<file path="src/rtl/ptp_pkg.sv">
// Shared constants for the three-point parabola coefficient unit.
`default_nettype none
package ptp_pkg;

  localparam int PORT_W         = 32;
  localparam int DATA_WIDTH_DEF = 32;
  localparam int FRAC_BITS_DEF  = 16;
  localparam int MUL_CHUNK      = 32;

endpackage
`default_nettype wire

</file>
<file path="src/rtl/ptp_mul.sv">
// Two-stage signed multiplier built from chunk partial products.
`default_nettype none
module ptp_mul #(
  parameter int AW = 32,
  parameter int BW = 32
) (
  input  logic                    clk,
  input  logic signed [AW-1:0]    a,
  input  logic signed [BW-1:0]    b,
  output logic signed [AW+BW-1:0] p
);

  localparam int CW = ptp_pkg::MUL_CHUNK;
  localparam int NC = (AW + CW - 1) / CW;
  localparam int EW = NC * CW;
  localparam int PW = CW + 1 + BW;
  localparam int SW = EW + BW + 1;

  logic signed [EW-1:0]    a_ext;
  logic signed [PW-1:0]    pp_r [NC];
  logic signed [SW-1:0]    sum_c;
  logic signed [AW+BW-1:0] p_r;

  assign a_ext = EW'(a);

  for (genvar k = 0; k < NC; k++) begin : g_chunk
    logic signed [CW:0] chunk;
    if (k == NC - 1) begin : g_top
      assign chunk = $signed({a_ext[EW-1], a_ext[k*CW +: CW]});
    end else begin : g_low
      assign chunk = $signed({1'b0, a_ext[k*CW +: CW]});
    end
    always_ff @(posedge clk) begin
      pp_r[k] <= chunk * b;
    end
  end

  always_comb begin
    sum_c = '0;
    for (int k = 0; k < NC; k++) begin
      sum_c = sum_c + (SW'(pp_r[k]) <<< (k * CW));
    end
  end

  always_ff @(posedge clk) begin
    p_r <= sum_c[AW+BW-1:0];
  end

  assign p = p_r;

endmodule
`default_nettype wire

</file>
<file path="config.mk">
export PLATFORM = sky130hd
export DESIGN_NAME = ptp_mul
export DESIGN_NICKNAME = d
export VERILOG_FILES = /design/src/rtl/ptp_pkg.sv /design/src/rtl/ptp_mul.sv
export SDC_FILE = /design/constraint.sdc
export NUM_CORES = 2
export LEC_CHECK = 0
export BUFFER_PORTS_ARGS = -buffer_cell sky130_fd_sc_hd__buf_2
export CAP_MARGIN = 10
export CORE_AREA = 2 2 283 257
export DETAILED_ROUTE_END_ITERATION = 10
export DIE_AREA = 0 0 285 259
export PLACE_DENSITY_LB_ADDON = 0.12
export SLEW_MARGIN = 25
export SYNTH_ARGS = -nofsm -noshare
export SYNTH_HDL_FRONTEND = slang
export SYNTH_SLANG_ARGS = --single-unit
</file>
<file path="constraint.sdc">
create_clock -name clk -period 12 [get_ports clk]
set_input_delay 2.4 -clock clk [delete_from_list [all_inputs] [get_ports clk]]
set_output_delay 2.4 -clock clk [all_outputs]
set_load 0.05 [all_outputs]
</file>
==> flow_summary.ini <==
[placed_design]
dp_slack_ns = 0.7110
io_buffers = 128
dp_hpwl_um = 87840
gp_congestion = 0.9490

[finish]
fillers = 6334
nets = 5302
area.growth.synth_to_final_pct = 4.693
final_util_pct = 57.18
drive_gt1_share_pct = 5.021

[route]
drt_first_pass_iters = 7
drt_iter0_drc = 1756
vias_per_cell = 5.328
dr_total_vias = 26306
wire_per_inst_um = 21.44
ant_nets = 0
drc = 0
wl_um = 105900

[clock_tree]
cts_hold_buf = 0
clk_pin_slew_ns = 0.06
post_cts_buffers = 0
root_buffer = clkbuf_16
clock_sinks = 128
ctsHtreeMaxLevel = 4
cts_tree = built
cts_buffers = 17
clk_path_buf_depth = 2
clk_latency_ns = 0.47
cts.repair.resized = 0

[floorplanning]
core_mm2 = 0.07098
initial_core_util_pct = 54.62
die_h_um = 259
die_area_mm2 = 0.07382
die_w_um = 285
io_pins = 129
core.rowCount = 93

[setup_path]
critPathArrivalTime_ns = 11.21
end_kind = flip-flop
path_class = in -> reg
path_common_cell = fa_1
worstPathMaxFanout = 32
slowest_delay_ns = 0.80
slowest_stage = fa_1
required_ns = 12.41
worst_setup_path_start_kind = primary input

[global_routing]
antenna_found_initial = 8
grt_max_degree = 33
grt_overflow = 0
grt_pass1_wl_um = 172700
grt.total_usage_pct = 31.12
grt_pass1_vias = 28466

[sta]
rsz0062_at_grt = no
finalSetupTns_ns = 0
period_share_pct = 89.98
slew_headroom_pct = 40.24
fin_ws_ns = 1.202
worstMarginPinSlew_ns = 0.8964
hold_viol = 0
finalSetupViolations = 0
min_period_ns = 10.80
clock.fmax_mhz = 92.61
finalClockSkew_ns = 0.01381
finalMaxSlewViolations = 0

[synth]
ys.flop_type = dfxtp_1
yosysTopAreaCellShare_pct = 55.87
ys_top_cells_by_area = fa_1, inv_1, and2_1
synthesis.area_mm2 = 0.03877
post_synth.cell_area_avg_um2 = 9.677
synth_edf_count = 0
yosysWarnings = 0
synthCells = 4006
synthTopCellsByCount = fa_1, inv_1, and2_1, nand2_1, clkbuf_1
yosysMostFrequentCell = fa_1
ys_seq_area_share_pct = 6.610
synth_seq_cells = 128
yosys.cell_types.count = 63
synth-async-reset-ratio_pct = 0
synth_top_cell_by_area = fa_1
syn-num-nets = 5337

[run_status]
status = complete, no violations

[run]
drv_cap = 0

[hold_path]
hp-class = reg -> reg
[through the flow]
stage	hold slack (ns)	area, um^2	instances
final	0.3228	40590	4937
after global routing	0.3290	40580	4935
after floorplan	0.3096	38770	4006
after detailed placement	0.3121	40010	4902
after CTS	0.3220	40580	4933
after global placement	0.3103	40010	4902
[worst max-delay path: cells and delay by family]
family	cells	cell delay (ns)
buf+inv	7	1.59
fa+ha+maj	9	4.77
compound gates	4	1.29
simple gates	5	0.96
xor+xnor	1	0.16
[cell type report]
class	instances	area [um^2]	area share (%)
inverter	954	3581	8.823
sequential	128	2562	6.314
multi-input combinational	2715	31840	78.44
clock buffer	20	456.7	1.125
tap	950	1189	2.929
clock inverter	11	106.4	0.2620
timing repair buffer	155	843.3	2.078
antenna	4	10.01	0.02466
[metal layers]
metal | vias up | track usage [%] | wire, um | share of wire, %
met1 | 13970 | 45.43 | 46450 | 44
met5 | - | 0 | 63 | 0.060
li1 | 11353 | - | - | -
met3 | 119 | 8.489 | 9500 | 9.0
met4 | 8 | 6.821 | 2110 | 2.0
met2 | 856 | 46.87 | 47750 | 45
[flip-flops by register name, summed over array words and instances, names as in the netlist]
| name | cells |
|---|---|
| pp_r | 64 |
| p | 64 |
[path summary, 6_finish.rpt]
kind               start           to  slack [ns]  cells past startpoint
max reg2reg  pp_r[0][55]        p[55]       11.58                      0
max                 b[7]  pp_r[0][62]        1.20                     26
min reg2reg  pp_r[0][17]        p[17]        0.32                      0
min          pp_r[0][17]        p[17]        0.32                      0
[layout by cell type (no fill, tap or decap), types with 6 or more instances in the layout]
| cell type | instances |
|---|---|
| o21ai_0 | 30 |
| nor3_1 | 7 |
| dfxtp_1 | 128 |
| and2_1 | 518 |
| nand3_1 | 15 |
| xnor2_1 | 47 |
| buf_2 | 128 |
| a211oi_1 | 12 |
| nand4_1 | 10 |
| ha_1 | 184 |
| xor2_1 | 23 |
| a21o_1 | 22 |
| fa_1 | 1082 |
| o21bai_1 | 10 |
| buf_4 | 27 |
| nor2_1 | 68 |
| and3_1 | 12 |
| a21oi_1 | 57 |
| nor2b_1 | 8 |
| o21ai_1 | 6 |
| nand2b_1 | 13 |
| o21a_1 | 11 |
| inv_1 | 954 |
| nand2_1 | 518 |
| clkbuf_16 | 17 |
| o211ai_1 | 9 |
[logic make-up (layout without fill, tap and decap cells)]
kind of cell / count (synthesis) / count (layout) / share of synthesized area (%)
AO/OA/AOI/OAI: 195 / 195 / 3.373
XOR/XNOR: 70 / 70 / 1.581
adder cells (fa/ha/maj): 1266 / 1266 / 61.81
buffers and inverters: 1163 / 1140 / 11.26
flip-flops: 128 / 128 / 6.610
multiplexers: 1 / 1 / 0.02582
other: 0 / 4 / 0
AND/OR/NAND/NOR: 1183 / 1183 / 15.33
Power is left out: the tool's default activity adds up to more than one toggle a clock period on the data nets, which glitch-free logic cannot reach.
